File: config.mk
export PLATFORM = sky130hd
export DESIGN_NAME = addressable_led_pulse_encoder_flat
export DESIGN_NICKNAME = d
export VERILOG_FILES = /design/src/rtl/aled_pkg.sv /design/src/rtl/aled_in_if.sv /design/src/rtl/aled_out_if.sv /design/src/rtl/addressable_led_pulse_encoder.sv /design/src/flat_wrapper.sv
export VERILOG_INCLUDE_DIRS = /design/src /design/src/rtl
export SDC_FILE = /design/constraint.sdc
export NUM_CORES = 1
export LEC_CHECK = 0
export BUFFER_PORTS_ARGS = -buffer_cell sky130_fd_sc_hd__buf_4
export CORE_MARGIN = 1
export CORE_UTILIZATION = 50
export CTS_BUF_LIST = sky130_fd_sc_hd__clkbuf_8
export DETAILED_ROUTE_END_ITERATION = 10
export HOLD_SLACK_MARGIN = 0.1
export PLACE_DENSITY_LB_ADDON = 0.3
export SLEW_MARGIN = 20
export SYNTH_ARGS = -nofsm -noshare
export SYNTH_HDL_FRONTEND = slang
export SYNTH_SLANG_ARGS = --single-unit
File: constraint.sdc
create_clock -name clk -period 5.4 [get_ports clk]
set_input_delay 0.54 -clock clk [delete_from_list [all_inputs] [get_ports clk]]
set_output_delay 0.54 -clock clk [all_outputs]
set_load 0.02 [all_outputs]
File: src/rtl/addressable_led_pulse_encoder_assert.svh
// assertion macros for the addressable led pulse encoder
// expects clk and rst_n in the scope of each use
`ifndef ADDRESSABLE_LED_PULSE_ENCODER_ASSERT_SVH
`define ADDRESSABLE_LED_PULSE_ENCODER_ASSERT_SVH
`ifndef SYNTHESIS
`define ALED_ASSERT_SAME(label, pre, post, msg) \
    label: assert property (@(posedge clk) disable iff (!rst_n) (pre) |-> (post)) \
        else $error(msg);
`define ALED_ASSERT_NEXT(label, pre, post, msg) \
    label: assert property (@(posedge clk) disable iff (!rst_n) (pre) |=> (post)) \
        else $error(msg);
`else
`define ALED_ASSERT_SAME(label, pre, post, msg)
`define ALED_ASSERT_NEXT(label, pre, post, msg)
`endif
`endif

File: src/rtl/aled_pkg.sv
// shared types and constants of the addressable led pulse encoder
// no dependencies
`default_nettype none
package aled_pkg;

    localparam int MAX_LEDS   = 1024;
    localparam int LED_CNT_W  = 11;
    localparam int TICK_W     = 16;
    localparam int COLOR_W    = 8;
    localparam int WORD_W     = 3 * COLOR_W;
    localparam int BIT_POS_W  = 5;
    localparam int CFG_DATA_W = 16;

    typedef enum logic [1:0] {
        PH_IDLE  = 2'd0,
        PH_HIGH  = 2'd1,
        PH_LOW   = 2'd2,
        PH_LATCH = 2'd3
    } phase_t;

    typedef enum logic [1:0] {
        REG_LED_COUNT   = 2'd0,
        REG_SHORT_TICKS = 2'd1,
        REG_LONG_TICKS  = 2'd2,
        REG_RESET_TICKS = 2'd3
    } reg_index_t;

endpackage
`default_nettype wire

File: src/rtl/aled_in_if.sv
// input channel of the encoder: one tick or start beat
// depends on aled_pkg
`default_nettype none
interface aled_in_if;
    import aled_pkg::*;

    logic               valid;
    logic               ready;
    logic               command;
    logic [COLOR_W-1:0] red;
    logic [COLOR_W-1:0] green;
    logic [COLOR_W-1:0] blue;

    modport source (output valid, command, red, green, blue, input ready);
    modport sink   (input valid, command, red, green, blue, output ready);
endinterface
`default_nettype wire

File: src/rtl/aled_out_if.sv
// output channel of the encoder: one line sample beat per tick
// no dependencies beyond the language
`default_nettype none
interface aled_out_if;
    logic valid;
    logic ready;
    logic line_level;
    logic busy_res;
    logic frame_done;

    modport source (output valid, line_level, busy_res, frame_done, input ready);
    modport sink   (input valid, line_level, busy_res, frame_done, output ready);
endinterface
`default_nettype wire

File: src/rtl/addressable_led_pulse_encoder.sv
// addressable led data line pulse encoder, one line sample per input beat
// depends on aled_pkg, aled_in_if, aled_out_if and the assertion header
//
// channel  dir  beat contents
// cmd      in   command, red, green, blue
// wave     out  line_level, busy_res, frame_done
// cfg      in   cfg_we, cfg_index, cfg_data (write only)
//
// the state update for a tick is combinational and sits between the state
// registers and the output register, so a beat can be taken every cycle unless
// wave stalls: cmd.ready drops only while the output register is full and wave is stalled
// reset clears the state and loads the default tick counts and led count
`default_nettype none
`include "addressable_led_pulse_encoder_assert.svh"
module addressable_led_pulse_encoder (
    input  wire logic                              clk,
    input  wire logic                              rst_n,
    aled_in_if.sink                                cmd,
    aled_out_if.source                             wave,
    input  wire logic                              cfg_we,
    input  wire aled_pkg::reg_index_t              cfg_index,
    input  wire logic [aled_pkg::CFG_DATA_W-1:0]   cfg_data
);
    import aled_pkg::*;

    logic [LED_CNT_W-1:0] led_count_reg;
    logic [TICK_W-1:0]    short_ticks_reg;
    logic [TICK_W-1:0]    long_ticks_reg;
    logic [TICK_W-1:0]    reset_ticks_reg;

    phase_t               phase_reg, phase_next;
    logic [TICK_W-1:0]    tick_reg, tick_next;
    logic [BIT_POS_W-1:0] bit_pos_reg, bit_pos_next;
    logic [LED_CNT_W-1:0] leds_reg, leds_next;
    logic [WORD_W-1:0]    word_reg, word_next;

    logic out_valid_reg, out_valid_next;
    logic level_reg, level_next;
    logic busy_reg, busy_next;
    logic done_reg, done_next;

    logic                 in_acc;
    logic                 out_acc;
    logic                 start;
    phase_t               phase_eff;
    logic [TICK_W-1:0]    tick_eff;
    logic [TICK_W-1:0]    tick_dec;
    logic [BIT_POS_W-1:0] bit_pos_eff;
    logic [BIT_POS_W-1:0] bit_pos_inc;
    logic [LED_CNT_W-1:0] leds_eff;
    logic [LED_CNT_W-1:0] leds_inc;
    logic [LED_CNT_W-1:0] chain_len;
    logic [TICK_W-1:0]    short_eff;
    logic [TICK_W-1:0]    long_eff;
    logic [TICK_W-1:0]    reset_eff;
    logic                 cur_bit;
    logic                 next_bit;
    logic [WORD_W-1:0]    start_word;

    assign in_acc    = cmd.valid && cmd.ready;
    assign out_acc   = wave.valid && wave.ready;
    assign cmd.ready = !out_valid_reg || wave.ready;

    assign wave.valid      = out_valid_reg;
    assign wave.line_level = level_reg;
    assign wave.busy_res   = busy_reg;
    assign wave.frame_done = done_reg;

    // zero counts act as one, led count clipped to the chain limit
    assign short_eff = (short_ticks_reg == '0) ? TICK_W'(1) : short_ticks_reg;
    assign long_eff  = (long_ticks_reg == '0) ? TICK_W'(1) : long_ticks_reg;
    assign reset_eff = (reset_ticks_reg == '0) ? TICK_W'(1) : reset_ticks_reg;

    always_comb
    begin
        if (led_count_reg == '0)
        begin
            chain_len = LED_CNT_W'(1);
        end
        else if (led_count_reg > LED_CNT_W'(MAX_LEDS))
        begin
            chain_len = LED_CNT_W'(MAX_LEDS);
        end
        else
        begin
            chain_len = led_count_reg;
        end
    end

    assign start      = (phase_reg == PH_IDLE) && cmd.command;
    assign start_word = {cmd.green, cmd.red, cmd.blue};

    always_comb
    begin
        phase_next   = phase_reg;
        tick_next    = tick_reg;
        bit_pos_next = bit_pos_reg;
        leds_next    = leds_reg;
        word_next    = word_reg;
        level_next   = 1'b0;
        busy_next    = 1'b0;
        done_next    = 1'b0;

        // a start beat is already the first high tick of the first bit
        if (start)
        begin
            word_next   = start_word;
            phase_eff   = PH_HIGH;
            bit_pos_eff = '0;
            leds_eff    = '0;
            tick_eff    = start_word[WORD_W-1] ? long_eff : short_eff;
        end
        else
        begin
            phase_eff   = phase_reg;
            bit_pos_eff = bit_pos_reg;
            leds_eff    = leds_reg;
            tick_eff    = tick_reg;
        end

        cur_bit  = word_next[BIT_POS_W'(WORD_W - 1) - bit_pos_eff];
        tick_dec = (tick_eff == '0) ? '0 : tick_eff - TICK_W'(1);

        // advance to the next bit, wrapping into the next led
        if (bit_pos_eff == BIT_POS_W'(WORD_W - 1))
        begin
            bit_pos_inc = '0;
            leds_inc    = leds_eff + LED_CNT_W'(1);
        end
        else
        begin
            bit_pos_inc = bit_pos_eff + BIT_POS_W'(1);
            leds_inc    = leds_eff;
        end
        next_bit = word_next[BIT_POS_W'(WORD_W - 1) - bit_pos_inc];

        if (phase_eff != PH_IDLE)
        begin
            busy_next    = 1'b1;
            level_next   = (phase_eff == PH_HIGH);
            phase_next   = phase_eff;
            bit_pos_next = bit_pos_eff;
            leds_next    = leds_eff;
            tick_next    = tick_dec;
            if (tick_dec == '0)
            begin
                unique case (phase_eff)
                    PH_HIGH:
                    begin
                        phase_next = PH_LOW;
                        tick_next  = cur_bit ? short_eff : long_eff;
                    end
                    PH_LOW:
                    begin
                        bit_pos_next = bit_pos_inc;
                        leds_next    = leds_inc;
                        if (leds_inc >= chain_len)
                        begin
                            phase_next = PH_LATCH;
                            tick_next  = reset_eff;
                        end
                        else
                        begin
                            phase_next = PH_HIGH;
                            tick_next  = next_bit ? long_eff : short_eff;
                        end
                    end
                    PH_LATCH:
                    begin
                        done_next    = 1'b1;
                        phase_next   = PH_IDLE;
                        bit_pos_next = '0;
                        leds_next    = '0;
                    end
                    default:
                    begin
                        phase_next = PH_IDLE;
                    end
                endcase
            end
        end
    end

    always_comb
    begin
        if (in_acc)
        begin
            out_valid_next = 1'b1;
        end
        else if (out_acc)
        begin
            out_valid_next = 1'b0;
        end
        else
        begin
            out_valid_next = out_valid_reg;
        end
    end

    always_ff @(posedge clk or negedge rst_n)
    begin
        if (!rst_n)
        begin
            led_count_reg   <= LED_CNT_W'(1);
            short_ticks_reg <= TICK_W'(60);
            long_ticks_reg  <= TICK_W'(180);
            reset_ticks_reg <= TICK_W'(6000);
        end
        else if (cfg_we)
        begin
            unique case (cfg_index)
                REG_LED_COUNT:   led_count_reg   <= cfg_data[LED_CNT_W-1:0];
                REG_SHORT_TICKS: short_ticks_reg <= cfg_data[TICK_W-1:0];
                REG_LONG_TICKS:  long_ticks_reg  <= cfg_data[TICK_W-1:0];
                REG_RESET_TICKS: reset_ticks_reg <= cfg_data[TICK_W-1:0];
                default:         led_count_reg   <= led_count_reg;
            endcase
        end
    end

    always_ff @(posedge clk or negedge rst_n)
    begin
        if (!rst_n)
        begin
            phase_reg     <= PH_IDLE;
            tick_reg      <= '0;
            bit_pos_reg   <= '0;
            leds_reg      <= '0;
            word_reg      <= '0;
            out_valid_reg <= 1'b0;
        end
        else
        begin
            out_valid_reg <= out_valid_next;
            if (in_acc)
            begin
                phase_reg   <= phase_next;
                tick_reg    <= tick_next;
                bit_pos_reg <= bit_pos_next;
                leds_reg    <= leds_next;
                word_reg    <= word_next;
            end
        end
    end

    always_ff @(posedge clk)
    begin
        if (in_acc)
        begin
            level_reg <= level_next;
            busy_reg  <= busy_next;
            done_reg  <= done_next;
        end
    end

    `ALED_ASSERT_SAME(a_bit_pos_range, 1'b1, bit_pos_reg < BIT_POS_W'(WORD_W), "bit position past word")
    `ALED_ASSERT_SAME(a_leds_range, 1'b1, leds_reg <= LED_CNT_W'(MAX_LEDS), "led count past limit")
    `ALED_ASSERT_SAME(a_tick_live, phase_reg != PH_IDLE, tick_reg != '0, "active phase with no ticks")
    `ALED_ASSERT_SAME(a_out_busy, out_valid_reg && (level_reg || done_reg), busy_reg, "line activity while not busy")
    `ALED_ASSERT_NEXT(a_idle_tick, in_acc && phase_reg == PH_IDLE && !cmd.command, phase_reg == PH_IDLE, "plain tick left idle")

endmodule
`default_nettype wire
File: src/flat_wrapper.sv
// flat-port wrapper written by rule: the top's interface ports become plain ports
module addressable_led_pulse_encoder_flat import aled_pkg::*;
  (clk, rst_n, cfg_we, cfg_index, cfg_data, cmd_valid, cmd_command, cmd_red, cmd_green, cmd_blue, cmd_ready, wave_valid, wave_line_level, wave_busy_res, wave_frame_done, wave_ready);
  aled_in_if cmd_i ();
  aled_out_if wave_i ();
  input  wire logic clk;
  input  wire logic rst_n;
  input  wire logic cfg_we;
  input  wire aled_pkg::reg_index_t cfg_index;
  input  wire logic [aled_pkg::CFG_DATA_W-1:0] cfg_data;
  input wire logic [$bits(cmd_i.valid)-1:0] cmd_valid;
  input wire logic [$bits(cmd_i.command)-1:0] cmd_command;
  input wire logic [$bits(cmd_i.red)-1:0] cmd_red;
  input wire logic [$bits(cmd_i.green)-1:0] cmd_green;
  input wire logic [$bits(cmd_i.blue)-1:0] cmd_blue;
  output wire logic [$bits(cmd_i.ready)-1:0] cmd_ready;
  output wire logic [$bits(wave_i.valid)-1:0] wave_valid;
  output wire logic [$bits(wave_i.line_level)-1:0] wave_line_level;
  output wire logic [$bits(wave_i.busy_res)-1:0] wave_busy_res;
  output wire logic [$bits(wave_i.frame_done)-1:0] wave_frame_done;
  input wire logic [$bits(wave_i.ready)-1:0] wave_ready;
  assign cmd_i.valid = cmd_valid;
  assign cmd_i.command = cmd_command;
  assign cmd_i.red = cmd_red;
  assign cmd_i.green = cmd_green;
  assign cmd_i.blue = cmd_blue;
  assign cmd_ready = cmd_i.ready;
  assign wave_valid = wave_i.valid;
  assign wave_line_level = wave_i.line_level;
  assign wave_busy_res = wave_i.busy_res;
  assign wave_frame_done = wave_i.frame_done;
  assign wave_i.ready = wave_ready;
  addressable_led_pulse_encoder u_core (.clk(clk), .rst_n(rst_n), .cmd(cmd_i), .wave(wave_i), .cfg_we(cfg_we), .cfg_index(cfg_index), .cfg_data(cfg_data));
endmodule
Word-level counts from Yosys, hierarchy flattened
Index checks and enable logic that the tools add are counted.
{"block": "word_totals", "ff_bits": 121, "in_bits": 48, "out_inout_bits": 5, "word_cells": 84}
{"block": "classes", "add_sub_neg": 5, "order_cmp": 4, "n_eq_ne": 7, "muxes": 34, "reduce_logical": 21}
{"operator": "$mux 16", "n": 10}
{"operator": "$logic_not 16->1", "n": 5}
{"operator": "$mux 11", "n": 5}
{"operator": "$pmux 16 s2", "n": 1}
{"operator": "$mux 24", "n": 1}
{"operator": "$pmux 11 s2", "n": 1}
{"operator": "$sub 16x1->16 const B", "n": 1}
{"operator": "$mux 5", "n": 3}
{"operator": "$lt 5x6->1 const B", "n": 2}
{"operator": "$reduce_and 2->1", "n": 6}
{"operator": "$add 11x1->11 const B", "n": 1}
{"operator": "$ge 11x11->1", "n": 1}
{"operator": "$gt 11x11->1 const B", "n": 1}
{"operator": "$logic_not 11->1", "n": 1}
{"operator": "$bmux 1 s5", "n": 2}
{"operator": "$pmux 5 s2", "n": 1}
{"operator": "$sub 5x5->5 const A", "n": 2}
{"operator": "$eq 2x2->1 const B", "n": 4}
{"operator": "$mux 1", "n": 6}
{"operator": "$mux 2", "n": 3}
{"operator": "$add 5x1->5 const B", "n": 1}
{"operator": "$eq 5x5->1 const B", "n": 1}
{"operator": "$eq 2x1->1 const B", "n": 2}
{"operator": "$logic_not 2->1", "n": 2}
{"operator": "other kinds (5)", "n": 8}

Logic depth before layout (Yosys ltp)
{"block": "depth", "depth_word": 12, "ltp_mapped": 27, "depth_no_buf": 20}

Least setup slack after synthesis
No wires, ideal clock.
{"block": "synth_path", "path_type": "input -> register", "from": "in cmd_command", "to": "reg u_core.tick_reg[0]", "setup_ns": 0.083, "arrival_time_ns": 5.194, "required_time_ns": 5.317, "setup_slack_ns": 0.123, "cell_stages": 25, "path_cell_list": "or3b_1 > buf_6 > clkbuf_1 > buf_2 > buf_2 > and2_1 > ha_1 > clkbuf_1 > and3_1 > clkbuf_1 > nand4_1 > nor2_1 > nand3_1 > xor2_1 > nor2_1 > ha_1 > a211oi_1 > o211ai_1 > o221ai_1 > nand2_1 > o32ai_1 > or2_2 > clkbuf_1 > a221oi_1 > o21ai_0"}
{"block": "synth_via", "elab_chain_cells": 11, "elab_cells_between_ends": 31, "cone_classes": "5 x add/sub; 1 x order compare; 3 x eq/ne; 17 x mux; 5 x reduce/logical"}
{"item": "from (decl)", "line": "flat_wrapper.sv:12", "text": "input wire logic [$bits(cmd_i.command)-1:0] cmd_command;"}
{"item": "$logic_and 1x1->1 *", "line": "addressable_led_pulse_encoder.sv:90", "text": "assign start = (phase_reg == PH_IDLE) && cmd.command;"}
{"item": "$mux 5", "line": "addressable_led_pulse_encoder.sv:105", "text": "if (start)"}
{"item": "$add 5x1->5 or $eq 5x5->1 (tied branches)", "line": "addressable_led_pulse_encoder.sv:132, addressable_led_pulse_encoder.sv:125"}
{"item": "$mux 5", "line": "addressable_led_pulse_encoder.sv:125", "text": "if (bit_pos_eff == BIT_POS_W'(WORD_W - 1))"}
{"item": "$sub 5x5->5", "line": "addressable_led_pulse_encoder.sv:135", "text": "next_bit = word_next[BIT_POS_W'(WORD_W - 1) - bit_pos_inc];"}
{"item": "$bmux 1 s5", "line": "addressable_led_pulse_encoder.sv:135"}
{"item": "$mux 1 (not written as such)", "line": "addressable_led_pulse_encoder.sv:135"}
{"item": "$mux 16", "line": "addressable_led_pulse_encoder.sv:165", "text": "tick_next = next_bit ? long_eff : short_eff;"}
{"item": "$mux 16", "line": "addressable_led_pulse_encoder.sv:157", "text": "if (leds_inc >= chain_len)"}
{"item": "$pmux 16 s2", "line": "addressable_led_pulse_encoder.sv:147", "text": "unique case (phase_eff)"}
{"item": "$mux 16", "line": "addressable_led_pulse_encoder.sv:145", "text": "if (tick_dec == '0)"}
{"item": "to (signal assigned)", "line": "addressable_led_pulse_encoder.sv:238", "text": "tick_reg <= tick_next;"}
{"item": "to (decl)", "line": "addressable_led_pulse_encoder.sv:32", "text": "logic [TICK_W-1:0] tick_reg, tick_next;"}
Every way passes the cells marked *; elsewhere a longest branch is shown, timed or not. The select of a mux whose other input is x is not followed.
A chain may end at the register's enable or synchronous reset.

Final worst setup path
{"block": "layout_path", "from": "reg u_core.phase_reg[0]", "to": "reg u_core.tick_reg[3]"}
{"block": "layout_via", "elab_chain_cells": 12, "elab_cells_between_ends": 32, "cone_classes": "5 x add/sub; 1 x order compare; 3 x eq/ne; 17 x mux; 6 x reduce/logical"}
{"item": "from (decl)", "line": "addressable_led_pulse_encoder.sv:31", "text": "phase_t phase_reg, phase_next;"}
{"item": "from (signal assigned)", "line": "addressable_led_pulse_encoder.sv:237", "text": "phase_reg <= phase_next;"}
{"item": "$logic_not 2->1", "line": "addressable_led_pulse_encoder.sv:90"}
{"item": "$logic_and 1x1->1", "line": "addressable_led_pulse_encoder.sv:90"}
{"item": "$mux 5", "line": "addressable_led_pulse_encoder.sv:105"}
{"item": "$add 5x1->5 or $eq 5x5->1 (tied branches)", "line": "addressable_led_pulse_encoder.sv:132, addressable_led_pulse_encoder.sv:125"}
{"item": "$mux 5", "line": "addressable_led_pulse_encoder.sv:125"}
{"item": "$sub 5x5->5", "line": "addressable_led_pulse_encoder.sv:135"}
{"item": "$bmux 1 s5", "line": "addressable_led_pulse_encoder.sv:135"}
{"item": "$mux 1 (not written as such)", "line": "addressable_led_pulse_encoder.sv:135"}
{"item": "$mux 16", "line": "addressable_led_pulse_encoder.sv:165"}
{"item": "$mux 16", "line": "addressable_led_pulse_encoder.sv:157"}
{"item": "$pmux 16 s2", "line": "addressable_led_pulse_encoder.sv:147"}
{"item": "$mux 16", "line": "addressable_led_pulse_encoder.sv:145"}
Parallel ways exist; a longest one is shown, timed or not. The select of a mux whose other input is x is not followed.

==> impl_metrics.env <==
export IMPL_clk_pin_slew_ns=0.08
export IMPL_cts_path_max_buffers=2
export IMPL_core_area_um2=14600
export IMPL_slew_viol_final=0
export IMPL_powerDensity_nw_per_um2=388
export IMPL_dr_pass1_iters=7
export IMPL_antenna_found_initial=0
export IMPL_viasPerCell=6.48
export IMPL_diodes=0
export IMPL_fin_setup_tns_ns=0
export IMPL_nets=830
export IMPL_switchingPower_w=0.00124
export IMPL_yosysTopAreaCell="dfrtp_1"
export IMPL_outcome="complete, no violations"
export IMPL_post_route_min_period_ns=4.98
export IMPL_period_share_pct=92.1
export IMPL_combPwrFrac_pct=34.4
export IMPL_syn_cell_area_um2=7480
export IMPL_rsz0062_at_grt="false"
export IMPL_area_growth_pct=12.3
export IMPL_final_core_util_pct=57.6
export IMPL_crit_path_max_incr_delay_ns=0.52
export IMPL_die_w_um=124
export IMPL_worst_setup_path_end_kind="register"
export IMPL_required_ns=5.71
export IMPL_grt_max_degree=84
export IMPL_ctsHoldBuffers=0
export IMPL_drt_total_wl_um=20000
export IMPL_skew_ns=0.0101
export IMPL_hold_violations=0
export IMPL_worstSetupPathType="reg -> reg"
export IMPL_post_cts_resized=0
export IMPL_reg2reg_setup_slack_ns=0.42
export IMPL_synth_warnings=0
export IMPL_synth_distinct_cells=78
export IMPL_drcViolationCount=0
export IMPL_path_cells="or3b_1 > and2_1 > ha_1 > buf_4 > nand3_1 > nand2_1 > a21oi_1 > ha_1 > nor2b_1 > o21a_1 > o21ai_0 > a2111oi_1 > o221ai_1 > nand2_1 > o32ai_2 > or2_2 > a221oi_1 > o21ai_0"
export IMPL_num_rows=44
export IMPL_grt_use_total_pct=26.4
export IMPL_drtIter0Drc=721
export IMPL_fp_dieH_um=124
export IMPL_drive_above_1_share_pct=28.9
export IMPL_yosys_top_cells_area="dfrtp_1 (34%), mux2_2 (13%), dfstp_2 (5.6%)"
export IMPL_path_delay_family="simple AND/OR/NAND/NOR gates"
export IMPL_syn_nets=788
export IMPL_whs_ns=0.0918
export IMPL_hp_class="in -> async"
export IMPL_drv_cap=0
export IMPL_cts_tree="done"
export IMPL_start_util_pct=51.3
export IMPL_syn_inst=724
export IMPL_cp_startpoint="u_core.phase_reg[0]"
export IMPL_r2r_start="u_core.phase_reg[0]"
export IMPL_die_area_um2=15500
export IMPL_synthFlopType="dfrtp_1"
export IMPL_slew_headroom_pct=41.0
export IMPL_postSynthAreaPerCell_um2=10.3
export IMPL_postRouteAntennaNets=0
export IMPL_path_depth=18
export IMPL_h_tree_depth=4
export IMPL_vias=6238
export IMPL_critPathArrivalTime_ns=5.28
export IMPL_worst_path_buf_inv=1
export IMPL_critPathMaxFanout=12
export IMPL_ir_worst_vdd_mv=0.261
export IMPL_p_int_w=0.00202
export IMPL_clk_latency_ns=0.46
export IMPL_synth_edf_count=3
export IMPL_swShare_pct=38.0
export IMPL_p_leak_nw=3.58
export IMPL_numPortBuffers=52
export IMPL_wl_per_cell_um=20.7
export IMPL_cts_post_setup_buffers_inserted=0
export IMPL_grt_pass1_wl_um=32500
export IMPL_critPathLaunchType="register"
export IMPL_place_congestion=0.886
export IMPL_fmaxAchievable_mhz=201
export IMPL_p_seq_share_pct=39.8
export IMPL_dp_hpwl_um=14700
export IMPL_rr_worst_depth=18
export IMPL_async_flop_share_pct=97.5
export IMPL_tritoncts_num_buffers=17
export IMPL_largest_register_ffs=24
export IMPL_grt_overflow_total=0
export IMPL_cp_slowest_cell="or3b_1"
export IMPL_setup_viol=0
export IMPL_cts_sinks=121
export IMPL_synth_top_area_share_pct=34.1
export IMPL_synth_most_common_cell="dfrtp_1"
export IMPL_rr_endpoint="u_core.tick_reg[3]"
export IMPL_crit_end="u_core.tick_reg[3]"
export IMPL_tightest_slew_ns=0.882
export IMPL_ys_ff_latch=121
export IMPL_p_clk_share_pct=25.7
export IMPL_pin_count=53
export IMPL_yosys_top_cells_count="dfrtp_1 (102), mux2_2 (88), nand2_1 (79)"
export IMPL_root_buffer="clkbuf_8"
export IMPL_ys_seq_area_share_pct=40.9
export IMPL_first_global_vias=6128
[worst min-delay path by stage]
stage / from / to
after global routing: rst_n / u_core.tick_reg[12]
after CTS: cmd_valid / u_core.wave.valid
after global placement: u_core.long_ticks_reg[0] / u_core.long_ticks_reg[0]
after floorplan: rst_n / u_core.bit_pos_reg[0]
final: rst_n / u_core.tick_reg[12]
after detailed placement: u_core.tick_reg[14] / u_core.tick_reg[14]
[worst register-to-register path: cells and delay by family (launching register included)]
kind            cells  cell delay [ns]
flops               1             0.46
fa+ha+maj           2             0.42
compound gates      8             1.82
buf+inv             1             0.16
simple gates        7             1.97
[per-stage QoR]
step	power (W)	setup slack, ns	cells	area, µm²
3_3_place_gp	0.00237	0.542	931	7990
4_1_cts	0.00324	0.380	963	8390
2_1_floorplan	0.00208	0.123	724	7480
6_report	0.00326	0.425	963	8400
5_1_grt	0.00343	0.0368	963	8400
3_5_place_dp	0.00240	0.253	931	7990
[power groups by stage]
stage | clock network, W | registers (W) | logic, W
final | 0.000839 | 0.00130 | 0.00112
after global routing | 0.000890 | 0.00132 | 0.00123
after CTS | 0.000852 | 0.00129 | 0.00110
after detailed placement | 0 | 0.00131 | 0.00110
after global placement | 0 | 0.00130 | 0.00107
after floorplan | 0 | 0.00124 | 0.000845
[layer usage]
metal | wire, µm | track usage (%) | vias to the layer above
met5 | 0 | 0 | -
met4 | 342 | 8.65 | 0
met3 | 1340 | 5.58 | 40
met2 | 9290 | 40.8 | 295
met1 | 9010 | 37.0 | 3070
li1 | - | - | 2833
[cell families after synthesis]
group / count (synthesis) / synth area share, %
mux: 126 / 19.5
flops: 121 / 40.9
xor+xnor: 25 / 2.93
fa+ha+maj: 16 / 2.68
compound gates: 162 / 15.9
buf+inv: 51 / 3.21
simple gates: 223 / 14.8
[placed cells by master, fill, tap and decap left out, types with 17 or more instances in the layout]
cell	count
o21ai_0	27
mux2_2	88
a21oi_1	25
nor3_1	22
nor2_1	40
dfrtp_1	102
nand2_1	79
mux2i_1	30
buf_4	62
clkbuf_8	17
[final cells by class]
cell class                      instances  area [µm²]
Multi-Input combinational cell        552        4190
Sequential cell                       121        3060
Clock buffer                           17         234
Tap cell                              184         230
Clock inverter                         15         166
Inverter                               11        41.3
Fill cell                            1230        6190
Timing Repair Buffer                   63         477
Note: power is estimated with default switching activity, not from simulation.
